--- src/dfe_pkg.sv ---
// ----------------------------------------------------------------------------
// dfe_pkg: shared types and constants of the delimited field extractor
// Item types of both stream channels, register indexes and window sizing.
// ----------------------------------------------------------------------------
package dfe_pkg;

	// Largest delimiter the match window can hold
	localparam int DelimMax = 8;
	// Width of a count that runs from zero up to DelimMax
	localparam int FillW = $clog2(DelimMax + 1);

	typedef logic [7:0] byte_t;

	typedef struct packed {
		logic [7:0] text_byte;
		logic       text_last;
		logic       text_empty;
	} text_item_t;

	typedef struct packed {
		logic [7:0] field_byte;
		logic       is_end;
		logic       is_null;
	} field_item_t;

	typedef enum logic [1:0] {
		CFG_DELIM_BYTES  = 2'd0,
		CFG_DELIM_LENGTH = 2'd1,
		CFG_FIELD_NUMBER = 2'd2
	} cfg_reg_t;

endpackage

--- src/delimited_field_extractor.sv ---
// ----------------------------------------------------------------------------
// delimited_field_extractor: pass on one delimited field of a byte string
// Splits a byte stream on a delimiter of up to eight bytes and forwards the
// bytes of the selected field, closing each string with an end transaction.
// ----------------------------------------------------------------------------
// Takes one text byte per clock while text_stall is low. Each accepted
// transaction is worked into a result register that holds every output it
// causes: usually zero or one byte, and at the end of a string up to seven
// flushed window bytes behind that byte, plus the end transaction. The result
// register drains one transaction per clock while field_stall is low, and the
// input stalls unless the register is empty or holds a single transaction
// that leaves this cycle, so a new input transaction is taken in the cycle
// the last output of the one before it leaves. Configuration writes are always
// ready and take effect on the next transaction.
module delimited_field_extractor
	import dfe_pkg::*;
(
	input  logic              clk,
	input  logic              arst_n,
	input  logic              text_valid,
	output logic              text_stall,
	input  text_item_t        text_item,
	output logic              field_valid,
	input  logic              field_stall,
	output field_item_t       field_item,
	input  logic              cfg_valid,
	output logic              cfg_ready,
	input  logic [1:0]        cfg_index,
	input  logic [63:0]       cfg_data
);

	typedef byte_t [DelimMax-1:0] win_t;

	// Configuration registers
	logic [63:0]      delim_bytes_q;
	logic [3:0]       delim_len_q;
	logic [15:0]      field_num_q;

	// String state
	win_t             win_q;
	logic [FillW-1:0] fill_q;
	logic [15:0]      cur_field_q;
	logic             done_q;

	// Result register
	win_t             res_bytes_q;
	logic [FillW-1:0] res_cnt_q;
	logic             res_end_q;
	logic             res_null_q;

	// Next-state and result logic
	logic [FillW-1:0] len;
	logic             f_neg;
	logic             f_pos;
	logic             last;
	logic             step;
	logic             tgt_pre;
	logic             tgt_post;
	logic [FillW-1:0] drop_a;
	logic [FillW-1:0] drop_b;
	logic [FillW-1:0] fill_t;
	logic [FillW-1:0] fill_u;
	logic [FillW-1:0] fill_a;
	logic [FillW-1:0] fill_b;
	win_t             win_t_v;
	win_t             win_a;
	win_t             win_b;
	logic [15:0]      cur_a;
	logic             done_a;
	logic             hit;
	logic             emit;
	byte_t            emit_byte;
	win_t             ld_bytes;
	logic [FillW-1:0] ld_cnt;

	logic             in_acc;
	logic             out_acc;
	logic             last_one;

	// Move the window down by n entries; vacated entries read zero
	function automatic win_t shift_down(input win_t w, input logic [FillW-1:0] n);
		win_t r;
		r = '0;
		for (int i = 0; i < DelimMax; i++) begin
			for (int j = 0; j < DelimMax; j++) begin
				if (j == i + int'(n)) begin
					r[i] = w[j];
				end
			end
		end
		return r;
	endfunction

	function automatic byte_t delim_byte(input logic [63:0] d, input int i);
		byte_t r;
		r = '0;
		if (i < 8) begin
			r = d[8*i +: 8];
		end
		return r;
	endfunction

	assign cfg_ready = 1'b1;

	assign len   = (int'(delim_len_q) > DelimMax) ? FillW'(DelimMax) : FillW'(delim_len_q);
	assign f_neg = field_num_q[15];
	assign f_pos = !f_neg && (field_num_q != '0);
	assign last  = text_item.text_last || text_item.text_empty;
	assign step  = !text_item.text_empty && !f_neg;
	assign tgt_pre = f_pos && !done_q && (cur_field_q == field_num_q);

	always_comb begin
		win_a     = win_q;
		fill_a    = fill_q;
		cur_a     = cur_field_q;
		done_a    = done_q;
		emit      = 1'b0;
		emit_byte = '0;
		hit       = 1'b0;
		drop_a    = '0;
		fill_t    = fill_q;
		fill_u    = fill_q;
		win_t_v   = win_q;
		if (step) begin
			if (len == '0) begin
				fill_a    = '0;
				emit      = 1'b1;
				emit_byte = text_item.text_byte;
			end else begin
				// trim a window left over from a longer delimiter
				drop_a  = (fill_q >= len) ? fill_q - len + FillW'(1) : '0;
				fill_t  = fill_q - drop_a;
				win_t_v = shift_down(win_q, drop_a);
				for (int i = 0; i < DelimMax; i++) begin
					if (FillW'(i) == fill_t) begin
						win_t_v[i] = text_item.text_byte;
					end
				end
				fill_u = fill_t + FillW'(1);
				if (fill_u == len) begin
					hit = 1'b1;
					for (int i = 0; i < DelimMax; i++) begin
						if (FillW'(i) < len && win_t_v[i] != delim_byte(delim_bytes_q, i)) begin
							hit = 1'b0;
						end
					end
					if (hit) begin
						if (tgt_pre) begin
							done_a = 1'b1;
						end
						if (cur_field_q != 16'hFFFF) begin
							cur_a = cur_field_q + 16'd1;
						end
						fill_a = '0;
						win_a  = win_t_v;
					end else begin
						emit      = tgt_pre;
						emit_byte = win_t_v[0];
						win_a     = shift_down(win_t_v, FillW'(1));
						fill_a    = len - FillW'(1);
					end
				end else begin
					win_a  = win_t_v;
					fill_a = fill_u;
				end
			end
		end
	end

	// End of string: trim and flush what is left of the window
	always_comb begin
		drop_b   = (!f_neg && len != '0 && fill_a >= len) ? fill_a - len + FillW'(1) : '0;
		win_b    = shift_down(win_a, drop_b);
		fill_b   = fill_a - drop_b;
		tgt_post = f_pos && !done_a && (cur_a == field_num_q) && (len != '0);
		for (int i = 0; i < DelimMax; i++) begin
			if (emit) begin
				ld_bytes[i] = (i == 0) ? emit_byte : win_b[(i > 0) ? i - 1 : 0];
			end else begin
				ld_bytes[i] = win_b[i];
			end
		end
		ld_cnt = emit ? FillW'(1) : '0;
		if (last && tgt_post) begin
			ld_cnt = ld_cnt + fill_b;
		end
	end

	assign field_valid = (res_cnt_q != '0) || res_end_q;
	assign last_one    = (res_cnt_q == FillW'(1) && !res_end_q) ||
		(res_cnt_q == '0 && res_end_q);
	assign text_stall  = field_valid && !(last_one && !field_stall);
	assign in_acc      = text_valid && !text_stall;
	assign out_acc     = field_valid && !field_stall;

	always_comb begin
		field_item.field_byte = (res_cnt_q != '0) ? res_bytes_q[0] : '0;
		field_item.is_end     = (res_cnt_q == '0);
		field_item.is_null    = (res_cnt_q == '0) && res_null_q;
	end

	always_ff @(posedge clk or negedge arst_n) begin
		if (!arst_n) begin
			delim_bytes_q <= '0;
			delim_len_q   <= 4'd1;
			field_num_q   <= 16'd1;
			fill_q        <= '0;
			cur_field_q   <= 16'd1;
			done_q        <= 1'b0;
			res_cnt_q     <= '0;
			res_end_q     <= 1'b0;
		end else begin
			if (cfg_valid && cfg_ready) begin
				case (cfg_index)
					CFG_DELIM_BYTES:  delim_bytes_q <= cfg_data;
					CFG_DELIM_LENGTH: delim_len_q   <= cfg_data[3:0];
					CFG_FIELD_NUMBER: field_num_q   <= cfg_data[15:0];
					default: ;
				endcase
			end
			if (in_acc) begin
				if (last) begin
					fill_q      <= '0;
					cur_field_q <= 16'd1;
					done_q      <= 1'b0;
				end else begin
					fill_q      <= fill_a;
					cur_field_q <= cur_a;
					done_q      <= done_a;
				end
				res_cnt_q <= ld_cnt;
				res_end_q <= last;
			end else if (out_acc) begin
				if (res_cnt_q != '0) begin
					res_cnt_q <= res_cnt_q - FillW'(1);
				end else begin
					res_end_q <= 1'b0;
				end
			end
		end
	end

	always_ff @(posedge clk) begin
		if (in_acc) begin
			win_q       <= win_a;
			res_bytes_q <= ld_bytes;
			res_null_q  <= f_neg;
		end else if (out_acc && res_cnt_q != '0) begin
			// advance the queued bytes
			res_bytes_q <= shift_down(res_bytes_q, FillW'(1));
		end
	end

	a_stall_holds_result: assert property (@(posedge clk) disable iff (!arst_n)
		field_valid && field_stall |-> text_stall)
		else $error("input accepted while a stalled result would be overwritten");

	a_end_clears_string: assert property (@(posedge clk) disable iff (!arst_n)
		in_acc && last |=> fill_q == '0 && cur_field_q == 16'd1 && !done_q)
		else $error("string state not cleared after end of string");

	a_fill_bound: assert property (@(posedge clk) disable iff (!arst_n)
		int'(fill_q) < DelimMax)
		else $error("match window fill out of range");

	a_null_on_end: assert property (@(posedge clk) disable iff (!arst_n)
		field_valid && field_item.is_null |-> field_item.is_end && field_item.field_byte == '0)
		else $error("null flag on a byte transaction");

endmodule

--- config.mk ---
export PLATFORM = sky130hd
export DESIGN_NAME = delimited_field_extractor
export DESIGN_NICKNAME = d
export VERILOG_FILES = /design/src/dfe_pkg.sv /design/src/delimited_field_extractor.sv
export SDC_FILE = /design/constraint.sdc
export NUM_CORES = 1
export LEC_CHECK = 0
export ABC_AREA = 1
export BUFFER_PORTS_ARGS = -buffer_cell sky130_fd_sc_hd__buf_4
export CAP_MARGIN = 0
export CORE_MARGIN = 4
export CORE_UTILIZATION = 35
export CTS_CLUSTER_SIZE = 30
export DETAILED_ROUTE_END_ITERATION = 8
export PLACE_DENSITY = 0.5
export SLEW_MARGIN = 10
export SYNTH_ARGS = -nofsm -noshare
export SYNTH_HDL_FRONTEND = slang
export SYNTH_SLANG_ARGS = --single-unit
--- constraint.sdc ---
create_clock -name clk -period 10.4 [get_ports clk]
set_clock_uncertainty 0.1 [all_clocks]
set_input_delay 0 -clock clk [delete_from_list [all_inputs] [get_ports clk]]
set_output_delay 0 -clock clk [all_outputs]
set_load 0.02 [all_outputs]
==> results summary <==
The run finished with clean final reports. The share of the synthesized area in the top cell type came out at approximately a fifth. Ranked by total cell area, the synthesized netlist is headed by sky130_fd_sc_hd__nand2_1 (21%), sky130_fd_sc_hd__edfxtp_1 (17%), sky130_fd_sc_hd__dfrtp_1 (11%). The instance count along the most critical hold path came out at 6.

The number of different library cells in the post-synthesis netlist came out at 61. At the end of the flow, the number of nets in the layout was 4,096. The critical path runs through a total of 53 cells. The path class of the tightest hold or removal check is in2reg.

The maximum number of pins on one net before global-route repair is 73. The count of boundary I/O pins came out at 94. The residual antenna-violating net count after detailed routing came out at 0. Counting the buffers created by CTS gives 34. In the final layout, the share of cells above drive strength 1 is roughly 11%. The violation count after the first detailed-routing iteration is 3,500. The worst path required time is ~11 ns. The number of enable-type register cells in the synthesized netlist is 129. The slowest stage of the critical path is the sky130_fd_sc_hd__ha_1 cell. The largest fanout on the critical path came out at 8. The total die area is around 71,000 µm².

The final routed wirelength across all metal layers came out at 130,000 µm. The clock sink count came out at around 240. The final HPWL from detailed placement is about 100,000 µm. The final number of setup-violating endpoints came out at 0.

In the global route stage, overall resource usage came out at 35.5%. The gate count after technology mapping is 3,779. The max-slew violation count is 0.

The length of the first detailed-routing pass in iterations is 8. The deepest level of the CTS H-tree came out at 2. The flip-flop and latch count after synthesis is 239. The average routed wire per standard cell came out at 26.8 µm. The number of design rule violations left after detail routing is 0.

The total number of placement rows is 94. The mapped netlist covers 23,400 µm². The hold violation count in the final report came out at 0.

The transition at the pin with the smallest max-transition slack came out at around 1.2 ns. During synthesis, Yosys emitted a total of 0 warnings. The endpoint kind of the worst setup timing path is a register. The placeable core region is 66,000 µm². The mean number of vias per cell is 5.72.

The total overflow reported by the global router came out at 0. The via count of the first global-routing pass came out at 25,593. The critical path buffer and inverter count is 14. The layout overhead on the synthesized area came out at 16.9%. The fraction of registers with async set or reset after synthesis came out at roughly 46%. The net count after synthesis is about 3,900. The fraction of the yosys area taken by sequential cells came out at 28.3%. The buffer cell driving the clock tree root is sky130_fd_sc_hd__clkbuf_16. The maximum operating frequency is 0.101 GHz. The number of input and output port buffers inserted is 92. The CTS tree is built. The most area-hungry cell type in the Yosys netlist is sky130_fd_sc_hd__nand2_1. The critical path's largest stage delay came out at 0.63 ns. The most numerous cell type found on the critical path is sky130_fd_sc_hd__inv_1. The final core area utilization came out at 41.5%. The final estimated routing congestion in global placement came out at 1.06. Counting cells, the worst reg-to-reg path comes to 53. The type of the worst setup path is reg2reg.

The initial core utilization came out at 35.5%. The source-to-sink clock delay at the later pin of the worst-skew pair is 0.56 ns. The number of maximum-capacitance constraint violations came out at 0. The clock transition time at the flip-flop clock pins of the worst setup and hold paths is 0.06 ns.

Grouping stages by cell kind, the critical path spends the most delay in simple AND/OR/NAND/NOR gates. The number of antenna violations at the first check in global routing is 2. The average footprint of a synthesized cell is 6.19 µm². The max-slew headroom at the worst pin is 20.1%. The first global-routing pass estimated 184,000 µm of wire.

The worst setup path is launched from a register. Among all flip-flop cells after synthesis, the most frequent one is sky130_fd_sc_hd__edfxtp_1. The width of the chip is 267 µm. The height of the die came out at roughly 270 µm.

The worst path uses 94.9% of the clock period. The number of vias after detailed routing is 27,742. The buffer depth of the longest clock path came out at 3. The worst endpoint data arrival time is slightly above 10 ns. The clock period minus final worst setup slack came out at between 9 and 10 ns. The diode insertion count for antenna repair is 0.
==> cells by family after synthesis <==
| kind of cell | after synthesis | share of synthesized area, % |
|---|---|---|
| AOI/OAI and AO/OA | 534 | 13.5 |
| and+or+nand+nor | 2294 | 42.5 |
| muxes | 22 | 1.06 |
| DFF | 239 | 28.3 |
| xor gates and xnor gates | 34 | 1.43 |
| other | 1 | 0.0160 |
| adders and majority gates | 50 | 2.86 |
| buffers and inverters | 605 | 10.3 |
==> repair_timing <==
item                                    CTS  global route
buffers inserted                          0             4
endpoints found under the setup margin    0            65
resized for setup                         0            25
hold buffers                             90             0
endpoints found under the hold margin   134             0
==> worst paths after layout <==
kind	slack, ns	start	to
max in group asynchronous	8.82	arst_n	delim_len_q[3]$_DFFE_PN0P_
worst max-delay path	0.53	delim_len_q[1]$_DFFE_PN0P_	res_bytes_q[33]$_DFFE_PP_
worst min-delay path	0.06	text_item[1]	cur_field_q[5]$_DFFE_PN0P_
worst min register to register	0.39	delim_len_q[1]$_DFFE_PN0P_	delim_len_q[1]$_DFFE_PN0P_
min in group asynchronous	0.43	arst_n	field_num_q[0]$_DFFE_PN1P_
worst max register to register	0.53	delim_len_q[1]$_DFFE_PN0P_	res_bytes_q[33]$_DFFE_PP_
==> cell usage in the layout (no fill, tap or decap), drive strengths merged, types with 27 or more instances in the layout <==
cell / netlist / layout
xor2: 27 / 27
edfxtp: 129 / 129
o211ai: 30 / 30
a21oi: 168 / 168
o21ai: 261 / 261
nand3b: 34 / 34
buf: 59 / 181
nand3: 308 / 308
ha: 44 / 44
dlygate4sd3: 0 / 89
o22ai: 40 / 40
inv: 475 / 479
nor2: 388 / 388
nand2: 1350 / 1350
nand4: 173 / 173
clkbuf: 61 / 41
dfrtp: 107 / 107
==> routing by layer <==
layer  part of all wire [%]  global-route usage [%]  up-vias
li1                       -                       -    12796
met1                     43                    50.0    13056
met2                     42                    53.6     1590
met3                    9.8                    6.43      298
met4                    5.2                    14.8        2
met5                  0.010                       0        -
==> tightest hold or removal path, stage by stage <==
cell and delay, ns:
sky130_fd_sc_hd__buf_4 0.08, sky130_fd_sc_hd__nor2_1 0.03, sky130_fd_sc_hd__inv_1 0.09, sky130_fd_sc_hd__nor2_1 0.27, sky130_fd_sc_hd__nand2_1 0.14, sky130_fd_sc_hd__o21ai_0 0.07
==> flip-flops by register name, indices dropped and copies added (netlist names), 4 cells and up <==
| register | cells |
|---|---|
| res_bytes_q | 64 |
| res_cnt_q | 4 |
| fill_q | 4 |
| field_num_q | 16 |
| delim_bytes_q | 64 |
| win_q | 64 |
| delim_len_q | 4 |
| cur_field_q | 16 |
==> layout make-up <==
cell class / instances / area [µm²]
multi-input cells: 2935 / 14500
repair buffers: 270 / 2270
clock inverters: 17 / 144
inverters: 485 / 1840
fillers: 7204 / 38600
flip-flops and latches: 239 / 6630
well taps: 864 / 1080
clock buffers: 41 / 940
==> synth_stat cells (24+ instances only) <==
cell type	count
sky130_fd_sc_hd__nand4_1	171
sky130_fd_sc_hd__nor2_1	355
sky130_fd_sc_hd__clkbuf_1	61
sky130_fd_sc_hd__dfrtp_1	107
sky130_fd_sc_hd__inv_1	435
sky130_fd_sc_hd__nand3_1	301
sky130_fd_sc_hd__inv_2	36
sky130_fd_sc_hd__o211ai_1	26
sky130_fd_sc_hd__ha_1	44
sky130_fd_sc_hd__edfxtp_1	129
sky130_fd_sc_hd__nor2_2	24
sky130_fd_sc_hd__o22ai_1	38
sky130_fd_sc_hd__a21oi_1	165
sky130_fd_sc_hd__o21ai_2	53
sky130_fd_sc_hd__o21ai_0	146
sky130_fd_sc_hd__nand3b_1	34
sky130_fd_sc_hd__o21ai_1	62
sky130_fd_sc_hd__nand2_1	1333
sky130_fd_sc_hd__xor2_1	26
==> per-stage QoR <==
stage	TNS (ns)	area (µm²)	setup slack, ns	std cells	hold slack (ns)
CTS	0	27300	0.147	4847	0.00817
finish	0	27400	0.532	4851	0.0599
global placement	0	25300	0.437	4699	-0.0669
floorplan	0	23400	1.57	3779	-0.396
detailed placement	0	25300	0.321	4699	-0.0674
global route	-0.00578	27400	-0.00578	4851	0.0818
Power is left out: the tool's default activity adds up to more than one toggle a clock period on the data nets, which glitch-free logic cannot reach.
